## config.mk

```make
export PLATFORM = sky130hd
export DESIGN_NAME = lko_geom
export DESIGN_NICKNAME = d
export VERILOG_FILES = /design/src/hw/rtl/lko_pkg.sv /design/src/hw/rtl/lko_geom.sv
export SDC_FILE = /design/constraint.sdc
export NUM_CORES = 1
export LEC_CHECK = 0
export BUFFER_PORTS_ARGS = -buffer_cell sky130_fd_sc_hd__buf_4
export CORE_ASPECT_RATIO = 1.75
export CORE_MARGIN = 4
export CORE_UTILIZATION = 30
export CTS_CLUSTER_SIZE = 14
export DETAILED_ROUTE_END_ITERATION = 10
export PLACE_DENSITY = 0.48
export SLEW_MARGIN = 30
export SYNTH_ARGS = -nofsm -noshare
export SYNTH_HDL_FRONTEND = slang
export SYNTH_SLANG_ARGS = --single-unit
```

## constraint.sdc

```tcl
create_clock -name clk -period 3.3 [get_ports clk]
set_clock_uncertainty 0.1 [all_clocks]
set_input_delay 0.165 -clock clk [delete_from_list [all_inputs] [get_ports clk]]
set_output_delay 0.165 -clock clk [all_outputs]
set_load 0.01 [all_outputs]
```

## src/hw/rtl/lko_pkg.sv

```systemverilog
// ----------------------------------------------------------------------------
// lko_pkg
// Shared constants, codes and stage types of the keyed logo overlay.
// ----------------------------------------------------------------------------
package lko_pkg;

  // Store geometry
  localparam int LOGO_MAX_WIDTH  = 512;
  localparam int LOGO_MAX_HEIGHT = 512;
  localparam int FRAME_MAX_DIM   = 4096;
  localparam int CHROMA_W        = (LOGO_MAX_WIDTH + 1) / 2;
  localparam int CHROMA_H        = (LOGO_MAX_HEIGHT + 1) / 2;

  localparam int LX_W    = $clog2(LOGO_MAX_WIDTH);
  localparam int LY_W    = $clog2(LOGO_MAX_HEIGHT);
  localparam int CX_W    = LX_W - 1;
  localparam int CY_W    = LY_W - 1;
  // one luma bank per (x, y) parity, same shape as a chroma store
  localparam int BANK_AW = CX_W + CY_W;

  // Field widths
  localparam int VAL_W  = 8;
  localparam int CRD_W  = 12;
  localparam int SDIM_W = 13;
  localparam int LDIM_W = 10;
  // signed position: 2*col (13 bits) minus an offset, plus sign and headroom
  localparam int POS_W  = 15;

  // Codes
  localparam logic FUNC_LOAD = 1'b0;
  localparam logic FUNC_PROC = 1'b1;

  localparam logic [1:0] PLANE_Y  = 2'd0;
  localparam logic [1:0] PLANE_CB = 2'd1;
  localparam logic [1:0] PLANE_CR = 2'd2;

  localparam logic [2:0] REG_SOURCE_WIDTH  = 3'd0;
  localparam logic [2:0] REG_SOURCE_HEIGHT = 3'd1;
  localparam logic [2:0] REG_LOGO_WIDTH    = 3'd2;
  localparam logic [2:0] REG_LOGO_HEIGHT   = 3'd3;
  localparam logic [2:0] REG_KEY_LUMA      = 3'd4;

  localparam logic [LDIM_W-1:0] LOGO_DIM_RESET = LDIM_W'(360);

  typedef logic signed [POS_W-1:0] pos_t;

  typedef struct packed {
    logic             valid;
    logic             func;
    logic [1:0]       plane;
    logic [VAL_W-1:0] value;
  } item_t;

  // after geometry: four candidate logo positions and load target
  typedef struct packed {
    item_t                 it;
    logic [3:0]            hit;
    logic [3:0][LX_W-1:0]  lx;
    logic [3:0][LY_W-1:0]  ly;
    logic                  xpar;
    logic                  ypar;
    logic                  ld_luma;
    logic                  ld_chroma;
    logic [LX_W-1:0]       ld_col;
    logic [LY_W-1:0]       ld_row;
  } geom_t;

  // after key test
  typedef struct packed {
    item_t            it;
    logic             rep;
    logic [VAL_W-1:0] luma;
  } mix_t;

endpackage

```

## src/hw/rtl/lko_geom.sv

```systemverilog
// ----------------------------------------------------------------------------
// lko_geom
// Stages 1-2: source position to logo position, bounds test, load decode.
// ----------------------------------------------------------------------------
module lko_geom (
  input  logic                              clk,
  input  logic                              rst,
  input  lko_pkg::item_t                    in_item,
  input  logic [lko_pkg::CRD_W-1:0]         col,
  input  logic [lko_pkg::CRD_W-1:0]         row,
  input  lko_pkg::pos_t                     off_x,
  input  lko_pkg::pos_t                     off_y,
  input  logic [lko_pkg::LDIM_W-1:0]        logo_w,
  input  logic [lko_pkg::LDIM_W-1:0]        logo_h,
  input  logic                              en1,
  input  logic                              en2,
  output logic                              v1,
  output lko_pkg::geom_t                    s2
);

  lko_pkg::item_t              it1;
  lko_pkg::pos_t               x0;
  lko_pkg::pos_t               y0;
  logic [lko_pkg::CRD_W-1:0]   col1;
  logic [lko_pkg::CRD_W-1:0]   row1;
  lko_pkg::pos_t               x0_in;
  lko_pkg::pos_t               y0_in;
  lko_pkg::pos_t               xk [4];
  lko_pkg::pos_t               yk [4];
  lko_pkg::geom_t              s2_next;

  // luma uses (col,row); chroma covers luma (2col,2row) .. (2col+1,2row+1)
  always_comb begin
    if (in_item.plane == lko_pkg::PLANE_Y) begin
      x0_in = lko_pkg::pos_t'(col) - off_x;
      y0_in = lko_pkg::pos_t'(row) - off_y;
    end else begin
      x0_in = lko_pkg::pos_t'({col, 1'b0}) - off_x;
      y0_in = lko_pkg::pos_t'({row, 1'b0}) - off_y;
    end
  end

  always_ff @(posedge clk) begin
    if (rst) begin
      v1 <= 1'b0;
    end else if (en1) begin
      v1 <= in_item.valid;
    end
  end

  always_ff @(posedge clk) begin
    if (en1) begin
      it1  <= in_item;
      x0   <= x0_in;
      y0   <= y0_in;
      col1 <= col;
      row1 <= row;
    end
  end

  always_comb begin
    logic use_k;
    s2_next          = '0;
    s2_next.it       = it1;
    s2_next.it.valid = v1;
    s2_next.xpar     = x0[0];
    s2_next.ypar     = y0[0];
    for (int k = 0; k < 4; k++) begin
      xk[k] = x0 + lko_pkg::pos_t'(k & 1);
      yk[k] = y0 + lko_pkg::pos_t'(k >> 1);
      if (it1.plane == lko_pkg::PLANE_Y) begin
        use_k = (k == 0);
      end else begin
        use_k = (it1.plane == lko_pkg::PLANE_CB) || (it1.plane == lko_pkg::PLANE_CR);
      end
      s2_next.hit[k] = (it1.func == lko_pkg::FUNC_PROC) && use_k
                     && !xk[k][lko_pkg::POS_W-1] && (xk[k] < lko_pkg::pos_t'(logo_w))
                     && !yk[k][lko_pkg::POS_W-1] && (yk[k] < lko_pkg::pos_t'(logo_h));
      s2_next.lx[k] = xk[k][lko_pkg::LX_W-1:0];
      s2_next.ly[k] = yk[k][lko_pkg::LY_W-1:0];
    end
    s2_next.ld_luma   = (it1.func == lko_pkg::FUNC_LOAD) && (it1.plane == lko_pkg::PLANE_Y)
                      && (col1 < lko_pkg::CRD_W'(lko_pkg::LOGO_MAX_WIDTH))
                      && (row1 < lko_pkg::CRD_W'(lko_pkg::LOGO_MAX_HEIGHT));
    s2_next.ld_chroma = (it1.func == lko_pkg::FUNC_LOAD)
                      && ((it1.plane == lko_pkg::PLANE_CB) || (it1.plane == lko_pkg::PLANE_CR))
                      && (col1 < lko_pkg::CRD_W'(lko_pkg::CHROMA_W))
                      && (row1 < lko_pkg::CRD_W'(lko_pkg::CHROMA_H));
    s2_next.ld_col    = col1[lko_pkg::LX_W-1:0];
    s2_next.ld_row    = row1[lko_pkg::LY_W-1:0];
  end

  always_ff @(posedge clk) begin
    if (rst) begin
      s2.it.valid <= 1'b0;
    end else if (en2) begin
      s2.it.valid <= s2_next.it.valid;
    end
  end

  always_ff @(posedge clk) begin
    if (en2) begin
      s2.it.func  <= s2_next.it.func;
      s2.it.plane <= s2_next.it.plane;
      s2.it.value <= s2_next.it.value;
      s2.hit       <= s2_next.hit;
      s2.lx        <= s2_next.lx;
      s2.ly        <= s2_next.ly;
      s2.xpar      <= s2_next.xpar;
      s2.ypar      <= s2_next.ypar;
      s2.ld_luma   <= s2_next.ld_luma;
      s2.ld_chroma <= s2_next.ld_chroma;
      s2.ld_col    <= s2_next.ld_col;
      s2.ld_row    <= s2_next.ld_row;
    end
  end

endmodule

```

==> out/qor.log <==
[drt] initial DRC count 205
[placement] placed wire-length estimate after detailed placement 13600 microns
[placement] count of port buffers added during placement 200
[grt] wire length of the first global-routing pass 28200 microns
[critical_path] maximum cell stage delay along the critical path 570 ps
[critical_path] required time at the endpoint of the critical path 3480 ps
[clocking] root buf cell clkbuf_16
[clocking] Clock H-tree levels 4
[sta] highest achievable clock rate 327 MHz
[critical_path] Setup CP Type flop to flop
[critical_path] Reg2Reg Setup Slack 240 ps
[critical_path] Critical Path Slowest Stage Cell or4_4
[critical_path] endpoint class of the critical path flop
[cells_and_area] most common cell after layout, fill and taps aside buf_4
[grt] pin count of the biggest net entering global routing 73
[cells_and_area] Finished Cell Area 10100 sq um
[sta] total count of max-transition violations in the final report 0
[drt] average wire per cell in the routed design 15.4 microns
[power] Pleak 4.31 nW
[sta] headroom to the max-slew limit 0.394
[power] Peak VDD IR 296 uV
[grt] number of global-route vias before repair 5556
[placement] Final Wtd Congestion 0.754
[floorplan] number of primary I/O pins 201
[floorplan] die footprint 27500 sq um
[grt] Total GRT Usage 0.131
[clocking] clock tree from TritonCTS built
[floorplan] effective utilization at floorplan 0.304
[floorplan] overall die width 127 microns
[cells_and_area] end-of-flow core utilization 0.411
[drt] routed via count divided by cell count 4.54
[sta] Tcrit/Tclk final 0.926
[synth] Synth Register Bits 138
[floorplan] num rows 76
[synth] share of synthesized area occupied by flip-flops and latches 0.553
[synth] total nets after synthesis 754
[floorplan] chip height 217 microns
[grt] initial antenna violation count 0
[critical_path] critical path fanouts, max 7
[drt] DRC Markers 0
[cells_and_area] layout cells sized above 1 0.316
[min_path] type of the worst min-delay path input pin to flop
[synth] Post-Syn Area 7460 sq um
[power] power per cell area 532 nW/um^2
[sta] Setup-failing EPs final 0
[placement] post-detailed-placement cell area 9090 sq um
[cells_and_area] filler cell count in the final layout 2371
[drt] wirelength, routed 17600 microns
[synth] number of enable flip-flop cells after synthesis 136
[cells_and_area] count of inserted antenna diode cells 0
[sta] Sum Neg Setup Slack 0 ps
[critical_path] critical path arrival 3230 ps
[synth] number of warnings printed during yosys synthesis 0
[clocking] clock-pin slew of the registers on the worst-case setup and hold paths 60 ps
[synth] gate count after technology mapping 596
[synth] predominant post-synthesis flop cell edfxtp_1
[cells_and_area] most frequent cells in the layout buf_4 (202), edfxtp_1 (136), inv_1 (67)
[synth] unique cell type count in the Yosys netlist 50
[run] Max Cap Viol 0
[floorplan] Core Footprint 24500 sq um
[critical_path] category of the worst setup path launch point flop
[status] run status finished clean
[critical_path] cell type group with the largest total delay on the critical path compound AO/OA/AOI/OAI gates
[clocking] CTS buffer count 17
[critical_path] number of buffers and inverters on the critical path 0
[clocking] latest clock arrival within the worst-skew pair 430 ps
[sta] total count of hold-check failures in the final report 0
[synth] share of synthesized registers carrying an async set or reset 0
[sta] Final Critical Period 3060 ps
[synth] mean cell area of the mapped netlist 12.5 sq um
[drt] vias post-DR 5182
[drt] post-detailed-route count of antenna-violating nets 0
[sta] setup repair after global routing missed its margin false
[cells_and_area] Area growth, synth to finish 35.3%
[drt] DRT Pass-1 Iters 4
[cells_and_area] final-stage net count 976
[clocking] CTS-repair resized insts 0
[sta] worst hold slack 88.7 ps
[clocking] Sinks on Clock Net 138
[grt] overflow left after global routing 0
[sta] transition at the pin with the smallest max-transition slack 910 ps
[critical_path] worst-path cell chain ha_1 > nand3_1 > xnor2_1 > ha_1 > a21oi_1 > nor2b_1 > o311ai_0 > a21oi_1 > or4_4 > a211oi_2
[clocking] maximum root-to-sink buffer count 2
area by class of cell:
cell class	count	area, sq um	area share
clock buffer	17	425	0.0422
inverter	67	251	0.0249
tap	312	390	0.0387
sequential	138	4120	0.409
clock inverter	14	155	0.0154
multi-input combinational	349	2780	0.276
timing repair buffer	245	1960	0.194
final timing paths:
| kind | cells after the start | startpoint | to |
|---|---|---|---|
| min reg2reg | 0 | it1[1] | s2[99] |
| max | 10 | x0[0] | s2[95] |
| min | 3 | off_y[13] | y0[13] |
| max reg2reg | 10 | x0[0] | s2[95] |
logic make-up (layout without fill, tap and decap cells):
group / Yosys count / in the layout / synth area share
adders and majority gates: 68 / 68 / 0.116
buffers and inverters: 109 / 343 / 0.0740
and+or+nand+nor: 114 / 114 / 0.0811
AOI/OAI and AO/OA: 101 / 101 / 0.0901
DFF: 138 / 138 / 0.553
muxes: 25 / 25 / 0.0374
xor gates and xnor gates: 41 / 41 / 0.0482
tightest hold or removal path, delay by kind of cell:
| family | cells | cell delay, ps |
|---|---|---|
| AO/OA/AOI/OAI | 1 | 90 |
| buffers and inverters | 2 | 190 |
routing by layer:
layer	part of all wire	global-route usage	routed length [microns]	vias up
li1	-	-	-	2592
met1	0.40	0.146	7030	2432
met2	0.53	0.233	9350	133
met3	0.042	0.0293	743	25
met4	0.026	0.0655	462	0
met5	0	0	0	-
power by group:
part           leakage (nW)  switching, mW  total [mW]  internal [mW]
logic                  2.67          0.566        1.14          0.577
clock network         0.284          0.720        1.89           1.17
registers              1.35          0.151        2.34           2.18
total                  4.31           1.44        5.37           3.93
synth_stat cells (10+ instances only):
| cell type | count | area, sq um |
|---|---|---|
| a21o_1 | 10 | 75.1 |
| edfxtp_1 | 136 | 4080 |
| a21oi_1 | 37 | 185 |
| buf_4 | 38 | 285 |
| inv_1 | 67 | 251 |
| nor2_1 | 29 | 109 |
| xnor2_1 | 25 | 219 |
| o21ai_0 | 14 | 70.1 |
| nand2_1 | 23 | 86.3 |
| ha_1 | 66 | 826 |
| mux2_2 | 23 | 259 |
| nand3_1 | 11 | 55.1 |
| xor2_1 | 16 | 140 |
metrics by stage:
step	setup WS, ps	total power [mW]	std cells
2_1_floorplan	302	3.01	596
3_3_place_gp	295	3.46	1070
3_5_place_dp	248	3.49	1070
4_1_cts	234	5.45	1142
5_1_grt	33.8	5.68	1142
6_report	243	5.37	1142
registers in the layout (all words and copies together) (netlist names):
signal,cells
row1,12
s2,72
it1,11
v1,1
y0,15
col1,12
x0,15
repair_timing:
item                      CTS  global route
hold buffers               41             0
buffers inserted            0             0
hold endpoints to repair   41             0
No activity file was read; power rests on OpenSTA's default activity.
